===== config.mk =====
export PLATFORM = sky130hd
export DESIGN_NAME = sntp_sync_timekeeper
export DESIGN_NICKNAME = d
export VERILOG_FILES = /design/src/design/sntp_pkg.sv /design/src/design/sntp_sync_timekeeper.sv
export SDC_FILE = /design/constraint.sdc
export NUM_CORES = 2
export LEC_CHECK = 0
export BUFFER_PORTS_ARGS = -buffer_cell sky130_fd_sc_hd__buf_4
export CORE_UTILIZATION = 59
export DETAILED_ROUTE_END_ITERATION = 10
export PLACE_DENSITY = 0.75
export SLEW_MARGIN = 30
export SYNTH_ARGS = -nofsm -noshare
export SYNTH_HDL_FRONTEND = slang
export SYNTH_SLANG_ARGS = --single-unit

===== constraint.sdc =====
create_clock -name clk -period 6.4 [get_ports clk]
set_input_delay 0.32 -clock clk [delete_from_list [all_inputs] [get_ports clk]]
set_output_delay 0.32 -clock clk [all_outputs]
set_load 0.05 [all_outputs]

===== src/design/sntp_pkg.sv =====
package sntp_pkg;

    // sync phases, as seen on the result phase field
    typedef enum logic [1:0] {
        PH_IDLE   = 2'd0,
        PH_LOOKUP = 2'd1,
        PH_AWAIT  = 2'd2,
        PH_SYNCED = 2'd3
    } phase_t;

    // event kinds carried on the input tuser
    typedef enum logic [1:0] {
        EV_TICK   = 2'd0,
        EV_START  = 2'd1,
        EV_LOOKUP = 2'd2,
        EV_REPLY  = 2'd3
    } event_t;

    // configuration register indexes
    typedef enum logic [1:0] {
        REG_RETRY   = 2'd0,
        REG_RESYNC  = 2'd1,
        REG_TIMEOUT = 2'd2,
        REG_TZ      = 2'd3
    } cfg_reg_t;

    // control fields that travel with each result down the pipeline
    typedef struct packed {
        phase_t phase;
        logic   synced;
        logic   lookup_req;
        logic   send_req;
    } ctl_t;

    // seconds between 1900 and 1970
    localparam logic [31:0] EPOCH_1970 = 32'd2208988800;

    // register reset values
    localparam logic [31:0] RETRY_MS_RST   = 32'd30000;
    localparam logic [31:0] RESYNC_MS_RST  = 32'd3600000;
    localparam logic [31:0] TIMEOUT_MS_RST = 32'd5000;
    localparam logic [4:0]  TZ_HOURS_RST   = 5'd0;

    localparam logic [11:0] SECS_PER_HOUR = 12'd3600;

    // reciprocals for exact constant division of 32-bit values
    // x / 1000 = (x * RECIP_1000) >> 38
    localparam logic [28:0] RECIP_1000 = 29'd274877907;
    // x / 60 = (x * RECIP_60) >> 37
    localparam logic [31:0] RECIP_60   = 32'd2290649225;
    // x / 3 = (x * RECIP_3) >> 20, for x below 2^18
    localparam logic [18:0] RECIP_3    = 19'd349526;

endpackage


===== src/design/sntp_sync_timekeeper.sv =====
// SNTP client sequencer and time-of-day clock.
// Input channel s_*: one event per transfer. tuser holds the event kind
// (tick, start, lookup result, reply); tdata holds elapsed ms, lookup ok,
// reply long enough and the reply transmit seconds since 1900.
// Output channel m_*: exactly one result per input event, in order, with
// the phase after the event, the synced flag, the lookup and send request
// strobes and the local time of day (zero until the first valid sync).
// Config channel cfg_*: writes retry, resync, reply timeout and zone offset;
// always ready, write only while no event is in flight.
// Throughput: one event per cycle while s_tready is high. Phase state is
// updated in the cycle the event is taken; the time of day then runs through
// a 10-stage pipeline of reciprocal multiplies (ms to s, s to minutes,
// minutes to hours, mod 24), and a result is presented from the last stage
// register and transfers when the output is free.
// Each stage holds while it is full and the next one cannot move, so a stalled
// receiver only backs up the input once all 10 stages are occupied.
// Reset: phase idle, counters and sync base cleared, registers at defaults,
// pipeline empty.
module sntp_sync_timekeeper (
    input  logic        clk,
    input  logic        rst_n,
    input  logic        s_tvalid,
    output logic        s_tready,
    // [15:0] elapsed_ms, [16] lookup_ok, [17] reply_long_enough,
    // [49:18] reply_seconds, [55:50] zero
    input  logic [55:0] s_tdata,
    // [1:0] func
    input  logic [1:0]  s_tuser,
    output logic        m_tvalid,
    input  logic        m_tready,
    // [1:0] phase, [2] synced_flag, [3] lookup_request, [4] send_request,
    // [9:5] hours, [15:10] minutes, [21:16] seconds, [23:22] zero
    output logic [23:0] m_tdata,
    input  logic        cfg_valid,
    output logic        cfg_ready,
    input  logic [1:0]  cfg_index,
    input  logic [31:0] cfg_data
);

    localparam int NUM_STAGES = 10;

    // configuration registers
    logic [31:0] retry_ms_reg;
    logic [31:0] resync_ms_reg;
    logic [31:0] timeout_ms_reg;
    logic [4:0]  tz_hours_reg;

    // sequencer state
    sntp_pkg::phase_t phase_reg, phase_next;
    logic [31:0] phase_elapsed_reg, phase_elapsed_next;
    logic [31:0] unix_base_reg, unix_base_next;
    logic [31:0] ms_since_sync_reg, ms_since_sync_next;
    logic        have_sync_reg, have_sync_next;
    logic        lookup_req, send_req;

    // input fields
    sntp_pkg::event_t func;
    logic [15:0] elapsed_ms;
    logic        lookup_ok;
    logic        reply_long_enough;
    logic [31:0] reply_seconds;
    logic        in_xfer;
    logic [31:0] pe_sum;
    logic [31:0] ms_sum;

    // pipeline handshake
    logic [NUM_STAGES-1:0] vld_reg;
    logic [NUM_STAGES-1:0] rdy;

    // pipeline payload
    sntp_pkg::ctl_t ctl1_reg, ctl2_reg, ctl3_reg, ctl4_reg, ctl5_reg;
    sntp_pkg::ctl_t ctl6_reg, ctl7_reg, ctl8_reg, ctl9_reg, ctl10_reg;
    logic [31:0] base1_reg, base2_reg;
    logic [31:0] ms1_reg;
    logic [4:0]  tz1_reg, tz2_reg;
    logic [60:0] prod2_reg;
    logic [31:0] tday3_reg;
    logic [15:0] tz_amt3_reg;
    logic        tz_neg3_reg;
    logic [31:0] t4_reg;
    logic [5:0]  t_lo5_reg;
    logic [63:0] prod5_reg;
    logic [5:0]  ss6_reg, ss7_reg, ss8_reg, ss9_reg, ss10_reg;
    logic [26:0] q60_6_reg;
    logic [5:0]  q60_lo7_reg;
    logic [58:0] prod7_reg;
    logic [5:0]  mm8_reg, mm9_reg, mm10_reg;
    logic [20:0] h8_reg;
    logic [4:0]  h_lo9_reg;
    logic [36:0] prod9_reg;
    logic [4:0]  hh10_reg;

    // stage helpers
    logic [4:0]  tz_neg_hours;
    logic [15:0] tz_amt;
    logic [26:0] q60_a;
    logic [20:0] q3600;
    logic [16:0] q24;
    sntp_pkg::ctl_t ctl_in;

    assign func              = sntp_pkg::event_t'(s_tuser);
    assign elapsed_ms        = s_tdata[15:0];
    assign lookup_ok         = s_tdata[16];
    assign reply_long_enough = s_tdata[17];
    assign reply_seconds     = s_tdata[49:18];
    assign in_xfer           = s_tvalid && s_tready;
    assign cfg_ready         = 1'b1;

    // configuration writes, unknown index ignored
    always_ff @(posedge clk or negedge rst_n)
    begin
        if (!rst_n)
        begin
            retry_ms_reg   <= sntp_pkg::RETRY_MS_RST;
            resync_ms_reg  <= sntp_pkg::RESYNC_MS_RST;
            timeout_ms_reg <= sntp_pkg::TIMEOUT_MS_RST;
            tz_hours_reg   <= sntp_pkg::TZ_HOURS_RST;
        end
        else if (cfg_valid && cfg_ready)
        begin
            case (sntp_pkg::cfg_reg_t'(cfg_index))
                sntp_pkg::REG_RETRY:   retry_ms_reg   <= cfg_data;
                sntp_pkg::REG_RESYNC:  resync_ms_reg  <= cfg_data;
                sntp_pkg::REG_TIMEOUT: timeout_ms_reg <= cfg_data;
                sntp_pkg::REG_TZ:      tz_hours_reg   <= cfg_data[4:0];
                default:
                begin
                end
            endcase
        end
    end

    // phase sequencer, next state for one event
    always_comb
    begin
        pe_sum             = phase_elapsed_reg + {16'd0, elapsed_ms};
        ms_sum             = ms_since_sync_reg + {16'd0, elapsed_ms};
        phase_next         = phase_reg;
        phase_elapsed_next = phase_elapsed_reg;
        unix_base_next     = unix_base_reg;
        ms_since_sync_next = ms_since_sync_reg;
        have_sync_next     = have_sync_reg;
        lookup_req         = 1'b0;
        send_req           = 1'b0;
        case (func)
            sntp_pkg::EV_TICK:
            begin
                phase_elapsed_next = pe_sum;
                if (have_sync_reg)
                begin
                    ms_since_sync_next = ms_sum;
                end
                case (phase_reg)
                    sntp_pkg::PH_IDLE:
                    begin
                        if (pe_sum >= retry_ms_reg)
                        begin
                            phase_next         = sntp_pkg::PH_LOOKUP;
                            phase_elapsed_next = '0;
                            lookup_req         = 1'b1;
                        end
                    end
                    sntp_pkg::PH_LOOKUP:
                    begin
                        if (pe_sum >= retry_ms_reg)
                        begin
                            phase_next         = sntp_pkg::PH_IDLE;
                            phase_elapsed_next = '0;
                        end
                    end
                    sntp_pkg::PH_AWAIT:
                    begin
                        if (pe_sum >= timeout_ms_reg)
                        begin
                            phase_next         = sntp_pkg::PH_IDLE;
                            phase_elapsed_next = '0;
                        end
                    end
                    default:
                    begin
                        if (pe_sum >= resync_ms_reg)
                        begin
                            phase_next         = sntp_pkg::PH_LOOKUP;
                            phase_elapsed_next = '0;
                            lookup_req         = 1'b1;
                        end
                    end
                endcase
            end
            sntp_pkg::EV_START:
            begin
                phase_next         = sntp_pkg::PH_LOOKUP;
                phase_elapsed_next = '0;
                lookup_req         = 1'b1;
            end
            sntp_pkg::EV_LOOKUP:
            begin
                phase_elapsed_next = '0;
                if (lookup_ok)
                begin
                    phase_next = sntp_pkg::PH_AWAIT;
                    send_req   = 1'b1;
                end
                else
                begin
                    phase_next = sntp_pkg::PH_IDLE;
                end
            end
            default:
            begin
                // reply: short packets are dropped, pre-1970 stamps restart
                if (reply_long_enough)
                begin
                    phase_elapsed_next = '0;
                    if (reply_seconds < sntp_pkg::EPOCH_1970)
                    begin
                        phase_next = sntp_pkg::PH_LOOKUP;
                    end
                    else
                    begin
                        phase_next         = sntp_pkg::PH_SYNCED;
                        unix_base_next     = reply_seconds - sntp_pkg::EPOCH_1970;
                        ms_since_sync_next = '0;
                        have_sync_next     = 1'b1;
                    end
                end
            end
        endcase
    end

    // sequencer state registers
    always_ff @(posedge clk or negedge rst_n)
    begin
        if (!rst_n)
        begin
            phase_reg         <= sntp_pkg::PH_IDLE;
            phase_elapsed_reg <= '0;
            unix_base_reg     <= '0;
            ms_since_sync_reg <= '0;
            have_sync_reg     <= 1'b0;
        end
        else if (in_xfer)
        begin
            phase_reg         <= phase_next;
            phase_elapsed_reg <= phase_elapsed_next;
            unix_base_reg     <= unix_base_next;
            ms_since_sync_reg <= ms_since_sync_next;
            have_sync_reg     <= have_sync_next;
        end
    end

    // per-stage ready: a stage moves when empty or when the next one moves
    always_comb
    begin
        rdy[NUM_STAGES-1] = !vld_reg[NUM_STAGES-1] || m_tready;
        for (int i = NUM_STAGES - 2; i >= 0; i--)
        begin
            rdy[i] = !vld_reg[i] || rdy[i+1];
        end
    end

    assign s_tready = rdy[0];

    always_ff @(posedge clk or negedge rst_n)
    begin
        if (!rst_n)
        begin
            vld_reg <= '0;
        end
        else
        begin
            if (rdy[0])
            begin
                vld_reg[0] <= s_tvalid;
            end
            for (int i = 1; i < NUM_STAGES; i++)
            begin
                if (rdy[i])
                begin
                    vld_reg[i] <= vld_reg[i-1];
                end
            end
        end
    end

    // stage helpers
    always_comb
    begin
        ctl_in.phase      = phase_next;
        ctl_in.synced     = have_sync_next;
        ctl_in.lookup_req = lookup_req;
        ctl_in.send_req   = send_req;
        // negative offset code means 32 - code hours
        tz_neg_hours      = 5'd0 - tz2_reg;
        if (tz2_reg[4])
        begin
            tz_amt = 16'(tz_neg_hours * sntp_pkg::SECS_PER_HOUR);
        end
        else
        begin
            tz_amt = 16'(tz2_reg[3:0] * sntp_pkg::SECS_PER_HOUR);
        end
        q60_a = prod5_reg[63:37];
        q3600 = prod7_reg[57:37];
        q24   = prod9_reg[36:20];
    end

    // time-of-day pipeline payload
    always_ff @(posedge clk)
    begin
        // snapshot of the state after the event
        if (rdy[0])
        begin
            ctl1_reg  <= ctl_in;
            base1_reg <= unix_base_next;
            ms1_reg   <= ms_since_sync_next;
            tz1_reg   <= tz_hours_reg;
        end
        // ms to seconds, multiply
        if (rdy[1])
        begin
            ctl2_reg  <= ctl1_reg;
            base2_reg <= base1_reg;
            tz2_reg   <= tz1_reg;
            prod2_reg <= ms1_reg * sntp_pkg::RECIP_1000;
        end
        // base plus whole seconds, zone amount
        if (rdy[2])
        begin
            ctl3_reg    <= ctl2_reg;
            tday3_reg   <= base2_reg + {9'd0, prod2_reg[60:38]};
            tz_amt3_reg <= tz_amt;
            tz_neg3_reg <= tz2_reg[4];
        end
        // zone offset, clamp at zero when subtracting
        if (rdy[3])
        begin
            ctl4_reg <= ctl3_reg;
            if (!tz_neg3_reg)
            begin
                t4_reg <= tday3_reg + {16'd0, tz_amt3_reg};
            end
            else if (tday3_reg > {16'd0, tz_amt3_reg})
            begin
                t4_reg <= tday3_reg - {16'd0, tz_amt3_reg};
            end
            else
            begin
                t4_reg <= '0;
            end
        end
        // seconds to minutes, multiply
        if (rdy[4])
        begin
            ctl5_reg  <= ctl4_reg;
            t_lo5_reg <= t4_reg[5:0];
            prod5_reg <= t4_reg * sntp_pkg::RECIP_60;
        end
        // second of minute
        if (rdy[5])
        begin
            ctl6_reg  <= ctl5_reg;
            ss6_reg   <= t_lo5_reg - 6'(q60_a[5:0] * 6'd60);
            q60_6_reg <= q60_a;
        end
        // minutes to hours, multiply
        if (rdy[6])
        begin
            ctl7_reg    <= ctl6_reg;
            ss7_reg     <= ss6_reg;
            q60_lo7_reg <= q60_6_reg[5:0];
            prod7_reg   <= q60_6_reg * sntp_pkg::RECIP_60;
        end
        // minute of hour
        if (rdy[7])
        begin
            ctl8_reg <= ctl7_reg;
            ss8_reg  <= ss7_reg;
            mm8_reg  <= q60_lo7_reg - 6'(q3600[5:0] * 6'd60);
            h8_reg   <= q3600;
        end
        // hours / 24 as (hours / 8) / 3, multiply
        if (rdy[8])
        begin
            ctl9_reg  <= ctl8_reg;
            ss9_reg   <= ss8_reg;
            mm9_reg   <= mm8_reg;
            h_lo9_reg <= h8_reg[4:0];
            prod9_reg <= h8_reg[20:3] * sntp_pkg::RECIP_3;
        end
        // hour of day, blank until synced
        if (rdy[9])
        begin
            ctl10_reg <= ctl9_reg;
            if (ctl9_reg.synced)
            begin
                hh10_reg <= h_lo9_reg - 5'(q24[4:0] * 5'd24);
                mm10_reg <= mm9_reg;
                ss10_reg <= ss9_reg;
            end
            else
            begin
                hh10_reg <= '0;
                mm10_reg <= '0;
                ss10_reg <= '0;
            end
        end
    end

    assign m_tvalid = vld_reg[NUM_STAGES-1];
    assign m_tdata  = {2'b00, ss10_reg, mm10_reg, hh10_reg, ctl10_reg.send_req,
                       ctl10_reg.lookup_req, ctl10_reg.synced, ctl10_reg.phase};

    // a valid reply always lands in synced with a fresh ms count
    a_reply_syncs: assert property (@(posedge clk) disable iff (!rst_n)
        in_xfer && func == sntp_pkg::EV_REPLY && reply_long_enough
        && reply_seconds >= sntp_pkg::EPOCH_1970
        |=> phase_reg == sntp_pkg::PH_SYNCED && have_sync_reg
        && ms_since_sync_reg == 32'd0)
        else $error("valid reply did not sync");

    // start always restarts the lookup with a cleared phase timer
    a_start_lookup: assert property (@(posedge clk) disable iff (!rst_n)
        in_xfer && func == sntp_pkg::EV_START
        |=> phase_reg == sntp_pkg::PH_LOOKUP && phase_elapsed_reg == 32'd0)
        else $error("start did not enter lookup pending");

    // once synced, the sync never goes away
    a_sync_sticky: assert property (@(posedge clk) disable iff (!rst_n)
        have_sync_reg |=> have_sync_reg)
        else $error("sync flag dropped");

    // time fields are blank while unsynced
    a_blank_unsynced: assert property (@(posedge clk) disable iff (!rst_n)
        m_tvalid && !ctl10_reg.synced |-> m_tdata[21:5] == 17'd0)
        else $error("time shown before sync");

    // lookup and send strobes never come from the same event
    a_one_strobe: assert property (@(posedge clk) disable iff (!rst_n)
        m_tvalid |-> !(ctl10_reg.lookup_req && ctl10_reg.send_req))
        else $error("lookup and send requested together");

endmodule


==> results.py <==
metrics = {
    "route": {
        "drt_wl_total_um": 154000,
        "routed-via-count": 44664,
        "drt_iter0_markers": 2493,
        "wire_per_inst_um": 19.4,
        "detail-route-antenna-nets": 0,
        "first_pass_iters": 6,
        "drc": 0,
        "viasPerCell": 5.61,
    },
    "cts": {
        "cts.path.max_buffers": 3,
        "worst_skew_pair.late_latency_ns": 0.67,
        "clockRootBuffer": "clkbuf_16",
        "max_h_tree_level": 3,
        "cts.reportedPaths.clkPinSlew_ns": 0.06,
        "tritoncts_num_sinks": 633,
        "tritoncts.num_buffers": 70,
        "clock_tree_from_tritoncts": "yes",
    },
    "global_route": {
        "maximum_number_of_pins_on_one_net_before_global_route_repair": 88,
        "wire_length_of_the_first_global_routing_pass_um": 248000,
        "grt_usage_pct": 28.5,
        "first_global_vias": 47155,
        "antenna_found_initial": 7,
        "globalRouteOverflowTotal": 0,
    },
    "hold_path": {
        "holdCritPathClass": "in2reg",
    },
    "timing": {
        "grt_setup_unrepaired": "true",
        "final_max_slew_viol_count": 0,
        "fin_skew_ns": 0.0516,
        "final_period_minus_worst_setup_slack_ns": 7.12,
        "worst_slack_ns": -0.724,
        "finalSetupViolCount": 32,
        "whs_ns": 0.0423,
        "period_share_pct": 111,
        "timing.fmax_mhz": 140,
        "max-slew-margin-rel_pct": 37.4,
        "hold_viol": 0,
        "timing_worst_slew_pin_value_ns": 0.939,
    },
    "setup_path": {
        "cp_launch_type": "flip-flop",
        "critical-path-max-stage-delay_ns": 0.54,
        "worst_setup_path_class": "reg2reg",
        "cp_common_cell": "fa_1",
        "worst_ep_arrival_time_ns": 7.51,
        "critical_path_fanouts_max": 6,
        "worst_ep_required_time_ns": 6.79,
        "critical-path-slowest-cell": "fa_1",
        "cp-end-kind": "flip-flop",
    },
    "finish": {
        "area.growth.synth_to_final_pct": 14.4,
        "fin_nets": 8420,
        "postLayoutCoreUtil_pct": 68.4,
        "drive_gt1_share_pct": 14.2,
        "final_area_mm2": 0.0735,
        "final_cell_count_no_fill": 7965,
    },
    "logic_synthesis": {
        "synthDistinctLibCells": 99,
        "synth_area_mm2": 0.0642,
        "synth_sequential_area_ratio_pct": 28.0,
        "netlist.area_leader.share_pct": 23.0,
        "postSynth.topFlopCell": "edfxtp_1",
        "synth.yosys.warnings": 0,
        "syn-mean-instance-area_um2": 10.7,
        "synth.top_cells.by_area": "ha_1 23%, fa_1 20%, edfxtp_1 20%",
        "synthArstFlopShare_pct": 33.2,
        "syn_inst": 5987,
        "synth.most_common_cell": "inv_1",
        "yosys_register_bits": 633,
        "synth_top_cells_by_count": "1336 x inv_1, 1183 x ha_1, 641 x fa_1",
        "synth_enable_flop_cells": 423,
        "synthDominantAreaCellType": "ha_1",
    },
    "placed_design": {
        "hpwlAfterDp_um": 127000,
        "portBuffers": 114,
        "placed_inst_area_mm2": 0.0696,
        "placer_congestion_estimate": 0.992,
        "number_of_placed_instances_taps_included": 7741,
    },
    "floorplanning": {
        "top_level_ports": 124,
        "start_util_pct": 59.8,
        "core_area_mm2": 0.108,
        "die_x_um": 332,
        "die_y_um": 332,
        "placementRows": 120,
        "design.die.area_mm2": 0.110,
    },
    "outcome": {
        "failed_checks": "negative setup slack",
        "status": "finished with violations",
    },
    "flow_run": {
        "drv_cap": 0,
    },
}
## path summary, 6_finish.rpt
kind	cells after the start	endpoint	startpoint	slack, ns
max	26	prod2_reg[53]$_DFFE_PP_	ms1_reg[10]$_DFFE_PN_	-0.72
min	3	unix_base_reg[15]$_DFFE_PN0P_	s_tdata[33]	0.04
max reg2reg	26	prod2_reg[53]$_DFFE_PP_	ms1_reg[10]$_DFFE_PN_	-0.72
min reg2reg	0	h8_reg[12]$_DFFE_PP_	prod7_reg[49]$_DFFE_PP_	0.41
max in group asynchronous	3	vld_reg[9]$_DFFE_PN0P_	rst_n	4.80
min in group asynchronous	2	phase_elapsed_reg[13]$_DFFE_PN0P_	rst_n	0.28
## cells in the final DEF (no fill, tap or decap), types with 44 or more instances in the layout
| master | instances |
|---|---|
| a21oi_1 | 239 |
| nand4_1 | 54 |
| ha_4 | 52 |
| xnor2_1 | 133 |
| dfrtp_1 | 186 |
| clkbuf_16 | 70 |
| a21o_1 | 116 |
| fa_1 | 612 |
| buf_4 | 438 |
| dlygate4sd3_1 | 44 |
| xor2_1 | 63 |
| o21ai_0 | 224 |
| edfxtp_1 | 423 |
| nand3_1 | 75 |
| nor2_1 | 160 |
| mux2_2 | 93 |
| inv_1 | 1318 |
| ha_1 | 1128 |
| nand2_1 | 295 |
## cell type report
class                   instances  area, um^2
diodes                          6        15.0
clock buffers                  90        1830
clock inverters                39         382
fillers                      7935       34000
inverters                    1336        5020
multi-input cells            3938       42300
flip-flops and latches        633       18000
well taps                    1403        1760
repair buffers                520        4190
## worst max-delay path, delay by kind of cell (launching register included)
| kind | cells | cell delay [ns] |
|---|---|---|
| DFF | 1 | 0.42 |
| xor gates and xnor gates | 1 | 0.08 |
| and+or+nand+nor | 3 | 0.60 |
| adders and majority gates | 9 | 3.85 |
| buffers and inverters | 7 | 0.58 |
| AOI/OAI and AO/OA | 6 | 1.32 |
## stage by stage
stage                     setup WS [ns]  TNS [ns]
after floorplan                 -0.0661    -0.240
after global placement           -0.625    -12.29
after detailed placement         -0.678    -14.57
after CTS                        -0.584    -10.01
after global routing             -0.861    -18.74
final                            -0.724    -13.68
## repair_timing
item / 4_1_cts / 5_1_grt
resized for setup: 84 / 82
buffers inserted: 22 / 30
hold endpoints to repair: 186 / 0
hold buffers: 44 / 0
pin swaps: 60 / 63
setup endpoints to repair: 41 / 50
## logic make-up (layout without fill, tap and decap cells)
group | after synthesis | count (layout) | synth area share [%]
mux | 103 | 103 | 1.79
buf+inv | 1417 | 1985 | 8.35
compound gates | 936 | 936 | 9.43
fa+ha+maj | 1824 | 1824 | 43.0
simple gates | 865 | 865 | 6.60
xor+xnor | 207 | 207 | 2.82
flops | 633 | 633 | 28.0
other cells | 2 | 9 | 0.0117
## layer usage
metal	up-vias	GRT usage, %	routed length [um]
li1	21115	-	-
met1	22081	35.4	63100
met2	1141	51.1	78400
met3	325	3.22	6910
met4	2	10.5	6110
met5	-	0	12
Power is left out: the tool's default activity adds up to more than one toggle a clock period on the data nets, which glitch-free logic cannot reach.
